===== config.mk =====
export PLATFORM = sky130hd
export DESIGN_NAME = postfix_stack_evaluator_core
export DESIGN_NICKNAME = d
export VERILOG_FILES = /design/src/sv/pse_pkg.sv /design/src/sv/pse_mul.sv /design/src/sv/pse_div.sv /design/src/sv/pse_dpath.sv /design/src/sv/pse_ctrl.sv /design/src/sv/postfix_stack_evaluator_core.sv
export SDC_FILE = /design/constraint.sdc
export NUM_CORES = 2
export LEC_CHECK = 0
export BUFFER_PORTS_ARGS = -buffer_cell sky130_fd_sc_hd__buf_2
export CAP_MARGIN = 20
export CORE_AREA = 4 4 325 327
export CTS_BUF_LIST = sky130_fd_sc_hd__clkbuf_2 sky130_fd_sc_hd__clkbuf_4 sky130_fd_sc_hd__clkbuf_8
export CTS_CLUSTER_DIAMETER = 80
export CTS_CLUSTER_SIZE = 16
export DETAILED_ROUTE_END_ITERATION = 12
export DIE_AREA = 0 0 329 331
export PLACE_DENSITY = 0.73
export SYNTH_ARGS = -nofsm -noshare
export SYNTH_HDL_FRONTEND = slang
export SYNTH_SLANG_ARGS = --single-unit
export TNS_END_PERCENT = 10

===== constraint.sdc =====
create_clock -name clk -period 6.95 [get_ports clk]
set_input_delay 1.7375 -clock clk [delete_from_list [all_inputs] [get_ports clk]]
set_output_delay 1.7375 -clock clk [all_outputs]
set_load 0.01 [all_outputs]

===== src/sv/pse_pkg.sv =====
// shared constants, status codes and controller/datapath interface structs
// for the postfix stack evaluator; no dependencies
package pse_pkg;

	localparam int DefStackDepth = 16;
	localparam int DefValueWidth = 32;
	localparam int OutWidth      = 32;
	localparam int MulChunk      = 16;

	localparam logic [7:0] ChZero  = 8'h30;
	localparam logic [7:0] ChNine  = 8'h39;
	localparam logic [7:0] ChPlus  = 8'h2B;
	localparam logic [7:0] ChMinus = 8'h2D;
	localparam logic [7:0] ChStar  = 8'h2A;
	localparam logic [7:0] ChSlash = 8'h2F;

	typedef enum logic [1:0] {
		ST_OK        = 2'd0,
		ST_UNDERFLOW = 2'd1,
		ST_OVERFLOW  = 2'd2,
		ST_DIVZERO   = 2'd3
	} status_t;

	typedef struct packed {
		logic accept;
		logic exec;
		logic finish;
	} cmd_t;

	typedef struct packed {
		logic op_mul;
		logic op_div;
		logic last;
		logic mul_done;
		logic div_done;
	} sts_t;

endpackage


===== src/sv/pse_mul.sv =====
// iterative multiplier, low product bits only, one chunk of b per cycle
// depends on pse_pkg
module pse_mul #(
	parameter int W = pse_pkg::DefValueWidth
) (
	input  logic         clk,
	input  logic         arst_n,
	input  logic         start,
	input  logic [W-1:0] a,
	input  logic [W-1:0] b,
	output logic         done,
	output logic [W-1:0] product
);

	localparam int CH   = (W < pse_pkg::MulChunk) ? W : pse_pkg::MulChunk;
	localparam int NCH  = (W + CH - 1) / CH;
	localparam int CNTW = $clog2(NCH + 2);

	logic [W-1:0]    a_q, b_q, acc_q, pp_s1;
	logic [CNTW-1:0] cnt_q;
	logic            done_q;
	logic [W+CH-1:0] prod_full;

	assign prod_full = (W+CH)'(a_q) * (W+CH)'(b_q[CH-1:0]);

	always_ff @(posedge clk or negedge arst_n) begin
		if (!arst_n) begin
			cnt_q  <= '0;
			done_q <= 1'b0;
		end else begin
			done_q <= 1'b0;
			if (start) begin
				cnt_q <= CNTW'(NCH + 1);
			end else if (cnt_q != '0) begin
				cnt_q <= cnt_q - CNTW'(1);
				if (cnt_q == CNTW'(1)) begin
					done_q <= 1'b1;
				end
			end
		end
	end

	// partial product registered, accumulated in the following cycle
	always_ff @(posedge clk) begin
		if (start) begin
			a_q   <= a;
			b_q   <= b;
			acc_q <= '0;
			pp_s1 <= '0;
		end else if (cnt_q != '0) begin
			pp_s1 <= prod_full[W-1:0];
			a_q   <= a_q << CH;
			b_q   <= b_q >> CH;
			acc_q <= acc_q + pp_s1;
		end
	end

	assign done    = done_q;
	assign product = acc_q;

endmodule


===== src/sv/pse_div.sv =====
// signed restoring divider, quotient truncated toward zero, one bit per cycle
// depends on pse_pkg
module pse_div #(
	parameter int W = pse_pkg::DefValueWidth
) (
	input  logic         clk,
	input  logic         arst_n,
	input  logic         start,
	input  logic [W-1:0] a,
	input  logic [W-1:0] b,
	output logic         done,
	output logic [W-1:0] quot
);

	localparam int CNTW = $clog2(W + 1);

	logic [W-1:0]    q_q, d_q, r_q;
	logic            neg_q;
	logic [CNTW-1:0] cnt_q;
	logic            done_q;
	logic [W-1:0]    a_mag, b_mag;
	logic [W:0]      shifted;
	logic [W+1:0]    trial;

	assign a_mag   = a[W-1] ? (~a + W'(1)) : a;
	assign b_mag   = b[W-1] ? (~b + W'(1)) : b;
	assign shifted = {r_q, q_q[W-1]};
	assign trial   = {1'b0, shifted} - {2'b00, d_q};

	always_ff @(posedge clk or negedge arst_n) begin
		if (!arst_n) begin
			cnt_q  <= '0;
			done_q <= 1'b0;
		end else begin
			done_q <= 1'b0;
			if (start) begin
				cnt_q <= CNTW'(W);
			end else if (cnt_q != '0) begin
				cnt_q <= cnt_q - CNTW'(1);
				if (cnt_q == CNTW'(1)) begin
					done_q <= 1'b1;
				end
			end
		end
	end

	always_ff @(posedge clk) begin
		if (start) begin
			q_q   <= a_mag;
			d_q   <= b_mag;
			r_q   <= '0;
			neg_q <= a[W-1] ^ b[W-1];
		end else if (cnt_q != '0) begin
			if (!trial[W+1]) begin
				r_q <= trial[W-1:0];
				q_q <= {q_q[W-2:0], 1'b1};
			end else begin
				r_q <= shifted[W-1:0];
				q_q <= {q_q[W-2:0], 1'b0};
			end
		end
	end

	assign done = done_q;
	assign quot = neg_q ? (~q_q + W'(1)) : q_q;

endmodule


===== src/sv/pse_dpath.sv =====
// datapath: operand stack memory, count, sticky error, alu, result register
// depends on pse_pkg, pse_mul, pse_div
module pse_dpath #(
	parameter int Depth = pse_pkg::DefStackDepth,
	parameter int W     = pse_pkg::DefValueWidth
) (
	input  logic                                 clk,
	input  logic                                 arst_n,
	input  logic [7:0]                           symbol,
	input  logic                                 last,
	input  pse_pkg::cmd_t                        cmd,
	output pse_pkg::sts_t                        sts,
	output logic signed [pse_pkg::OutWidth-1:0]  value,
	output logic [1:0]                           status
);

	localparam int IW = $clog2(Depth);
	localparam int CW = $clog2(Depth + 1);
	localparam int OW = pse_pkg::OutWidth;

	logic [W-1:0]           mem [Depth];
	logic [7:0]             sym_q;
	logic                   last_q;
	logic [W-1:0]           rd1_q, rd2_q;
	logic [CW-1:0]          cnt_q, cnt_d;
	pse_pkg::status_t       err_q, err_d, err_new, fin_status;
	logic signed [OW-1:0]   value_q;
	pse_pkg::status_t       status_q;

	logic [CW-1:0]          cnt_m1, cnt_m2, pop_cnt;
	logic                   is_digit, have_r, have_l, room, div_zero, op_mul, op_slash;
	logic [W-1:0]           digit_val, right, left;
	logic                   wr_en;
	logic [IW-1:0]          wr_addr;
	logic [W-1:0]           wr_data;
	logic                   mul_start, div_start, mul_done, div_done;
	logic [W-1:0]           product, quot;

	assign is_digit  = (sym_q >= pse_pkg::ChZero) && (sym_q <= pse_pkg::ChNine);
	assign digit_val = W'(sym_q - pse_pkg::ChZero);
	assign cnt_m1    = cnt_q - CW'(1);
	assign cnt_m2    = cnt_q - CW'(2);
	assign have_r    = cnt_q != '0;
	assign have_l    = cnt_q > CW'(1);
	assign right     = have_r ? rd1_q : '0;
	assign left      = have_l ? rd2_q : '0;
	assign pop_cnt   = have_l ? cnt_m2 : '0;
	assign room      = cnt_q < CW'(Depth);
	assign div_zero  = right == '0;
	assign op_mul    = sym_q == pse_pkg::ChStar;
	assign op_slash  = sym_q == pse_pkg::ChSlash;

	always_comb begin
		wr_en     = 1'b0;
		wr_addr   = cnt_q[IW-1:0];
		wr_data   = digit_val;
		cnt_d     = cnt_q;
		err_new   = pse_pkg::ST_OK;
		mul_start = 1'b0;
		div_start = 1'b0;
		if (cmd.exec) begin
			if (is_digit) begin
				if (room) begin
					wr_en = 1'b1;
					cnt_d = cnt_q + CW'(1);
				end else begin
					err_new = pse_pkg::ST_OVERFLOW;
				end
			end else begin
				cnt_d   = pop_cnt;
				wr_addr = pop_cnt[IW-1:0];
				if (!have_l) begin
					err_new = pse_pkg::ST_UNDERFLOW;
				end
				unique case (sym_q)
					pse_pkg::ChPlus: begin
						wr_en   = 1'b1;
						wr_data = left + right;
						cnt_d   = pop_cnt + CW'(1);
					end
					pse_pkg::ChMinus: begin
						wr_en   = 1'b1;
						wr_data = left - right;
						cnt_d   = pop_cnt + CW'(1);
					end
					pse_pkg::ChStar: begin
						mul_start = 1'b1;
					end
					pse_pkg::ChSlash: begin
						if (div_zero) begin
							wr_en   = 1'b1;
							wr_data = '0;
							cnt_d   = pop_cnt + CW'(1);
							if (have_l) begin
								err_new = pse_pkg::ST_DIVZERO;
							end
						end else begin
							div_start = 1'b1;
						end
					end
					default: begin
					end
				endcase
			end
		end else if (mul_done) begin
			wr_en   = 1'b1;
			wr_data = product;
			cnt_d   = cnt_q + CW'(1);
		end else if (div_done) begin
			wr_en   = 1'b1;
			wr_data = quot;
			cnt_d   = cnt_q + CW'(1);
		end else if (cmd.finish) begin
			cnt_d = '0;
		end
	end

	// first error sticks until the expression ends
	always_comb begin
		err_d = err_q;
		if (cmd.finish) begin
			err_d = pse_pkg::ST_OK;
		end else if (err_q == pse_pkg::ST_OK) begin
			err_d = err_new;
		end
	end

	assign fin_status = (err_q != pse_pkg::ST_OK) ? err_q :
		(have_r ? pse_pkg::ST_OK : pse_pkg::ST_UNDERFLOW);

	always_ff @(posedge clk or negedge arst_n) begin
		if (!arst_n) begin
			cnt_q <= '0;
			err_q <= pse_pkg::ST_OK;
		end else begin
			cnt_q <= cnt_d;
			err_q <= err_d;
		end
	end

	// stack memory, two registered reads at the top two entries
	always_ff @(posedge clk) begin
		rd1_q <= mem[cnt_m1[IW-1:0]];
		rd2_q <= mem[cnt_m2[IW-1:0]];
		if (wr_en) begin
			mem[wr_addr] <= wr_data;
		end
	end

	always_ff @(posedge clk) begin
		if (cmd.accept) begin
			sym_q  <= symbol;
			last_q <= last;
		end
		if (cmd.finish) begin
			value_q  <= OW'($signed(right));
			status_q <= fin_status;
		end
	end

	pse_mul #(.W(W)) u_mul (
		.clk     (clk),
		.arst_n  (arst_n),
		.start   (mul_start),
		.a       (left),
		.b       (right),
		.done    (mul_done),
		.product (product)
	);

	pse_div #(.W(W)) u_div (
		.clk    (clk),
		.arst_n (arst_n),
		.start  (div_start),
		.a      (left),
		.b      (right),
		.done   (div_done),
		.quot   (quot)
	);

	assign sts.op_mul   = op_mul;
	assign sts.op_div   = op_slash && !div_zero;
	assign sts.last     = last_q;
	assign sts.mul_done = mul_done;
	assign sts.div_done = div_done;
	assign value        = value_q;
	assign status       = status_q;

	ap_cnt_range: assert property (@(posedge clk) disable iff (!arst_n)
		cnt_q <= CW'(Depth))
		else $error("stack count beyond depth");

	ap_finish_clears: assert property (@(posedge clk) disable iff (!arst_n)
		cmd.finish |=> (cnt_q == '0) && (err_q == pse_pkg::ST_OK))
		else $error("stack or error not cleared after result");

	ap_full_push: assert property (@(posedge clk) disable iff (!arst_n)
		(cmd.exec && is_digit && !room) |=> (cnt_q == $past(cnt_q)) && (err_q != pse_pkg::ST_OK))
		else $error("push onto full stack not dropped");

endmodule


===== src/sv/pse_ctrl.sv =====
// controller state machine: handshakes, sequencing, output valid
// depends on pse_pkg
module pse_ctrl (
	input  logic          clk,
	input  logic          arst_n,
	input  logic          sym_valid,
	output logic          sym_stall,
	output logic          res_valid,
	input  logic          res_stall,
	output pse_pkg::cmd_t cmd,
	input  pse_pkg::sts_t sts
);

	typedef enum logic [5:0] {
		S_IDLE   = 6'b000001,
		S_EXEC   = 6'b000010,
		S_MULW   = 6'b000100,
		S_DIVW   = 6'b001000,
		S_SETTLE = 6'b010000,
		S_FINISH = 6'b100000
	} state_t;

	state_t state_q, state_d;
	logic   valid_q;
	logic   out_free;

	assign out_free   = !valid_q || !res_stall;
	assign sym_stall  = state_q != S_IDLE;
	assign cmd.accept = (state_q == S_IDLE) && sym_valid;
	assign cmd.exec   = state_q == S_EXEC;
	assign cmd.finish = (state_q == S_FINISH) && out_free;
	assign res_valid  = valid_q;

	always_comb begin
		state_d = state_q;
		unique case (state_q)
			S_IDLE: begin
				if (sym_valid) state_d = S_EXEC;
			end
			S_EXEC: begin
				if (sts.op_mul) state_d = S_MULW;
				else if (sts.op_div) state_d = S_DIVW;
				else if (sts.last) state_d = S_SETTLE;
				else state_d = S_IDLE;
			end
			S_MULW: begin
				if (sts.mul_done) state_d = sts.last ? S_SETTLE : S_IDLE;
			end
			S_DIVW: begin
				if (sts.div_done) state_d = sts.last ? S_SETTLE : S_IDLE;
			end
			S_SETTLE: begin
				state_d = S_FINISH;
			end
			S_FINISH: begin
				if (out_free) state_d = S_IDLE;
			end
			default: begin
				state_d = S_IDLE;
			end
		endcase
	end

	always_ff @(posedge clk or negedge arst_n) begin
		if (!arst_n) begin
			state_q <= S_IDLE;
			valid_q <= 1'b0;
		end else begin
			state_q <= state_d;
			if (cmd.finish) begin
				valid_q <= 1'b1;
			end else if (!res_stall) begin
				valid_q <= 1'b0;
			end
		end
	end

	ap_mul_done: assert property (@(posedge clk) disable iff (!arst_n)
		sts.mul_done |-> state_q == S_MULW)
		else $error("multiplier finished outside its wait state");

	ap_div_done: assert property (@(posedge clk) disable iff (!arst_n)
		sts.div_done |-> state_q == S_DIVW)
		else $error("divider finished outside its wait state");

	ap_accept_exec: assert property (@(posedge clk) disable iff (!arst_n)
		(sym_valid && !sym_stall) |=> state_q == S_EXEC)
		else $error("accepted item not executed");

endmodule


===== src/sv/postfix_stack_evaluator_core.sv =====
// top level of the postfix stack evaluator: controller plus datapath
// depends on pse_pkg, pse_ctrl, pse_dpath (which holds pse_mul, pse_div)
//
// Evaluates a postfix expression fed one character per item. A digit pushes
// its value; '+', '-', '*' and '/' pop two operands (right first) and push the
// wrapped result, '/' truncating toward zero; any other character just pops
// two. The item marked last ends the expression: its result item carries the
// popped top value (sign-extended or cut to 32 bits) and the first error seen
// (underflow, overflow, divide by zero), then stack and error clear. Each item
// is accepted, then executed once the registered read of the stack memory
// has fetched the operands. '*' then runs in the chunked multiplier and '/' in
// the bit-serial divider, unless the divisor is zero and 0 is pushed directly.
// The last item of an expression then refetches the top of stack and loads
// the result register, held up while an earlier result still waits in that
// register. The stack needs no clearing after reset.
module postfix_stack_evaluator_core #(
	parameter int STACK_DEPTH = pse_pkg::DefStackDepth,
	parameter int VALUE_WIDTH = pse_pkg::DefValueWidth
) (
	input  logic                                clk,
	input  logic                                arst_n,
	// expression characters
	input  logic [7:0]                          symbol,
	input  logic                                last,
	input  logic                                sym_valid,
	output logic                                sym_stall,
	// one result item per expression
	output logic signed [pse_pkg::OutWidth-1:0] value,
	output logic [1:0]                          status,
	output logic                                res_valid,
	input  logic                                res_stall
);

	// commands from the sequencer, status back from the datapath
	pse_pkg::cmd_t cmd;
	pse_pkg::sts_t sts;

	pse_ctrl u_ctrl (
		.clk       (clk),
		.arst_n    (arst_n),
		.sym_valid (sym_valid),
		.sym_stall (sym_stall),
		.res_valid (res_valid),
		.res_stall (res_stall),
		.cmd       (cmd),
		.sts       (sts)
	);

	// stack memory, alu and iterative units, result register
	pse_dpath #(
		.Depth (STACK_DEPTH),
		.W     (VALUE_WIDTH)
	) u_dpath (
		.clk    (clk),
		.arst_n (arst_n),
		.symbol (symbol),
		.last   (last),
		.cmd    (cmd),
		.sts    (sts),
		.value  (value),
		.status (status)
	);

endmodule

==> impl_metrics.tcl <==
set metrics [dict create \
    relSlewSlack_pct 26.6 \
    die_h_um 331 \
    gp_congestion 0.973 \
    io_pins 49 \
    reg2reg_depth 20 \
    drc 0 \
    drtIter0Drc 4609 \
    port_buffers 48 \
    fin_nets 5208 \
    hold_violations 0 \
    final_antenna_net_count 0 \
    h-tree-depth 3 \
    hold-path-endpoint "u_dpath.u_div.r_q[13]$_SDFFE_PP0P_" \
    cts.sinks 868 \
    ys.flop_type "edfxtp_1" \
    synthArstFlopShare_pct 2.76 \
    fin_ws_ns 0.220 \
    route.final.wire_length_um 157000 \
    cts_root_buffer "clkbuf_8" \
    antenna_found_initial 9 \
    cts_tree "done" \
    cts-buffers-inserted 69 \
    synth_area_mm2 0.0562 \
    clk_latency_ns 0.76 \
    finClkSkew_ns 0.0585 \
    drv_slew 0 \
    seq_area_frac_synth_pct 43.3 \
    outcome "completed" \
    hp-class "register to register" \
    vias_per_cell 6.31 \
    via_count 38784 \
    crit_buf_inv 4 \
    slowest_stage "a2111oi_0" \
    place_ws_ns 0.189 \
    drive_above_1_share_pct 14.9 \
    die_area_mm2 0.109 \
    worstPathRequired_ns 7.58 \
    core_area_mm2 0.103 \
    rows 118 \
    start_util_pct 54.6 \
    first_global_vias 37854 \
    cts_hold_buf 0 \
    end_kind "register" \
    setup_viol 0 \
    cp_top_family "adder cells" \
    crit_top_cell "fa_1" \
    ys_types 92 \
    layout_common_cells "684 x edfxtp_1, 516 x nand2_1, 442 x inv_1" \
    clockBufferDepth 3 \
    min_period_ns 6.73 \
    avgRoutedWirePerCell_um 25.5 \
    final_common_cell "edfxtp_1" \
    syn-instance-count 4714 \
    fin_crit_sh_pct 96.8 \
    crit_chain "and2_1 > fa_1 > inv_1 > fa_1 > fa_1 > inv_1 > fa_1 > fa_1 > inv_1 > fa_1 > inv_1 > ha_1 > a21o_1 > a2111oi_0 > nand3_1 > a211oi_2 > o21ai_0 > a41oi_1 > xor2_1 > a21oi_1" \
    r2r_setup_slack_ns 0.22 \
    cp_max_fo 14 \
    grt_start_max_net_pins 142 \
    max_freq_ghz 0.149 \
    worstMarginPinSlew_ns 1.09 \
    rr_startpoint "u_dpath.u_mul.b_q[4]$_DFFE_PP_" \
    synth_edf_count 684 \
    cp_slowest_stage_delay_ns 0.66 \
    synth-seq-cells 868 \
    r2r_end "u_dpath.u_mul.pp_s1[28]$_SDFFE_PP0P_" \
    maxCapViolations 0 \
    yosys_warnings 0 \
    syn_area_per_cell_um2 11.9 \
    grt_pass1_wl_um 236000 \
    grtUsageTotal_pct 28.9 \
    cp.arrival_ns 7.36 \
    hpwl_um 112000 \
    worst_setup_path_start_kind "register" \
    syn2layout_area_growth_pct 6.93 \
    drt_pass1_iterations 8 \
    fin_cells 6151 \
    die_x_um 329 \
    clkTransAtPathRegs_ns 0.12 \
    hold_start "u_dpath.u_div.r_q[13]$_SDFFE_PP0P_" \
    place_inst 6014 \
    critPathKind "register to register" \
    setup_tns_ns 0 \
    holdPathStages 2 \
    syn_nets 5210 \
    grt.overflow.total 0 \
]
## cell usage after synthesis (10+ instances only)
cell type / count / area share (%)
or3_1: 23 / 0.26
buf_1: 45 / 0.30
ha_1: 176 / 3.9
fa_1: 307 / 11
mux2_2: 19 / 0.38
a21oi_1: 196 / 1.7
nor4_1: 14 / 0.16
or4_1: 12 / 0.16
dfxtp_1: 160 / 5.7
o31ai_1: 47 / 0.63
nor2_1: 266 / 1.8
a211oi_1: 36 / 0.48
o21a_1: 30 / 0.40
xor2_1: 105 / 1.6
o22ai_1: 10 / 0.11
and3_1: 34 / 0.38
xnor2_1: 131 / 2.0
a31oi_1: 27 / 0.30
nand3_1: 49 / 0.44
o21ai_0: 216 / 1.9
and2_1: 183 / 2.0
mux4_2: 320 / 13
o21bai_1: 15 / 0.20
nand2b_1: 31 / 0.35
o211ai_1: 20 / 0.27
edfxtp_1: 684 / 37
inv_1: 443 / 3.0
a2111oi_0: 10 / 0.16
clkbuf_1: 202 / 1.3
mux2i_1: 48 / 0.86
nand2_1: 518 / 3.5
o41ai_1: 12 / 0.19
dfrtp_1: 23 / 1.0
nor3_1: 60 / 0.53
nor2b_1: 22 / 0.25
a21o_1: 58 / 0.78
## layout make-up
cell class | count | area (µm²)
Tap cell | 1380 | 1730
Multi-Input combinational cell | 3149 | 29400
Clock inverter | 18 | 290
Inverter | 444 | 1670
Sequential cell | 868 | 24400
Clock buffer | 107 | 1260
Timing Repair Buffer | 180 | 1330
Antenna cell | 5 | 12.5
Fill cell | 8220 | 42800
## through the flow
step | area [µm²] | utilization [%] | hold slack, ns
3_5_place_dp | 58400 | 56.8 | 0.474
4_1_cts | 60000 | 58.3 | 0.488
2_1_floorplan | 56200 | - | 0.445
3_3_place_gp | 58400 | 56.8 | 0.469
6_report | 60100 | 58.4 | 0.484
5_1_grt | 60100 | 58.4 | 0.508
## worst min-delay path, cell delays in order (launching register included)
cell     delay [ns]
dfxtp_1        0.34
nand2_1        0.06
a21oi_1        0.05
## layer usage
metal | share of wire, % | track usage [%] | up-vias
li1 | - | - | 16877
met1 | 39 | 39.0 | 19458
met2 | 48 | 46.8 | 2071
met3 | 9.3 | 4.99 | 378
met4 | 4.5 | 11.8 | 0
met5 | 0 | 0 | -
## state kept, by name, indices dropped and copies added, names as in the netlist
| name | cells |
|---|---|
| u_ctrl.res_valid | 1 |
| u_ctrl.state_q | 6 |
| u_dpath.cnt_q | 5 |
| u_dpath.err_q | 2 |
| u_dpath.last_q | 1 |
| u_dpath.mem | 512 |
| u_dpath.rd1_q | 32 |
| u_dpath.rd2_q | 32 |
| u_dpath.status | 2 |
| u_dpath.sym_q | 8 |
| u_dpath.u_div.cnt_q | 6 |
| u_dpath.u_div.d_q | 32 |
| u_dpath.u_div.done | 1 |
| u_dpath.u_div.neg_q | 1 |
| u_dpath.u_div.q_q | 32 |
| u_dpath.u_div.r_q | 32 |
| u_dpath.u_mul.a_q | 32 |
| u_dpath.u_mul.b_q | 32 |
| u_dpath.u_mul.cnt_q | 2 |
| u_dpath.u_mul.done | 1 |
| u_dpath.u_mul.pp_s1 | 32 |
| u_dpath.u_mul.product | 32 |
| u_dpath.value | 32 |
## what timing repair did
item                                    in CTS  in global routing
endpoints found under the setup margin       0                  6
endpoints found under the hold margin        0                  0
gates resized for setup                      0                  3
buffers inserted                             0                  2
## worst max-delay path by stage
stage | depth (start not counted) | endpoint | start | slack, ns
after global routing | 21 | u_dpath.u_mul.pp_s1[24]$_SDFFE_PP0P_ | u_dpath.u_mul.b_q[4]$_DFFE_PP_ | -0.005
after detailed placement | 22 | u_dpath.u_mul.pp_s1[24]$_SDFFE_PP0P_ | u_dpath.u_mul.b_q[7]$_DFFE_PP_ | 0.19
final | 20 | u_dpath.u_mul.pp_s1[28]$_SDFFE_PP0P_ | u_dpath.u_mul.b_q[4]$_DFFE_PP_ | 0.22
after floorplan | 19 | u_dpath.mem[14][0]$_DFFE_PP_ | u_dpath.cnt_q[0]$_DFFE_PN0P_ | -0.65
after global placement | 22 | u_dpath.u_mul.pp_s1[24]$_SDFFE_PP0P_ | u_dpath.u_mul.b_q[7]$_DFFE_PP_ | 0.38
after CTS | 22 | u_dpath.u_mul.pp_s1[24]$_SDFFE_PP0P_ | u_dpath.u_mul.b_q[7]$_DFFE_PP_ | 0.17
## cell families (layout without fill, tap and decap cells)
family / count (synthesis) / count (layout) / share of synthesized area [%]
and+or+nand+nor: 1271 / 1271 / 10.6
DFF: 868 / 868 / 43.3
AOI/OAI and AO/OA: 771 / 771 / 8.71
buffers and inverters: 697 / 749 / 4.69
adders and majority gates: 483 / 483 / 14.9
muxes: 388 / 388 / 14.1
xor gates and xnor gates: 236 / 236 / 3.68
other: 0 / 5 / 0
Power is not shown: default switching activity piles up to over one toggle a cycle in this logic, so the estimate is an artifact.
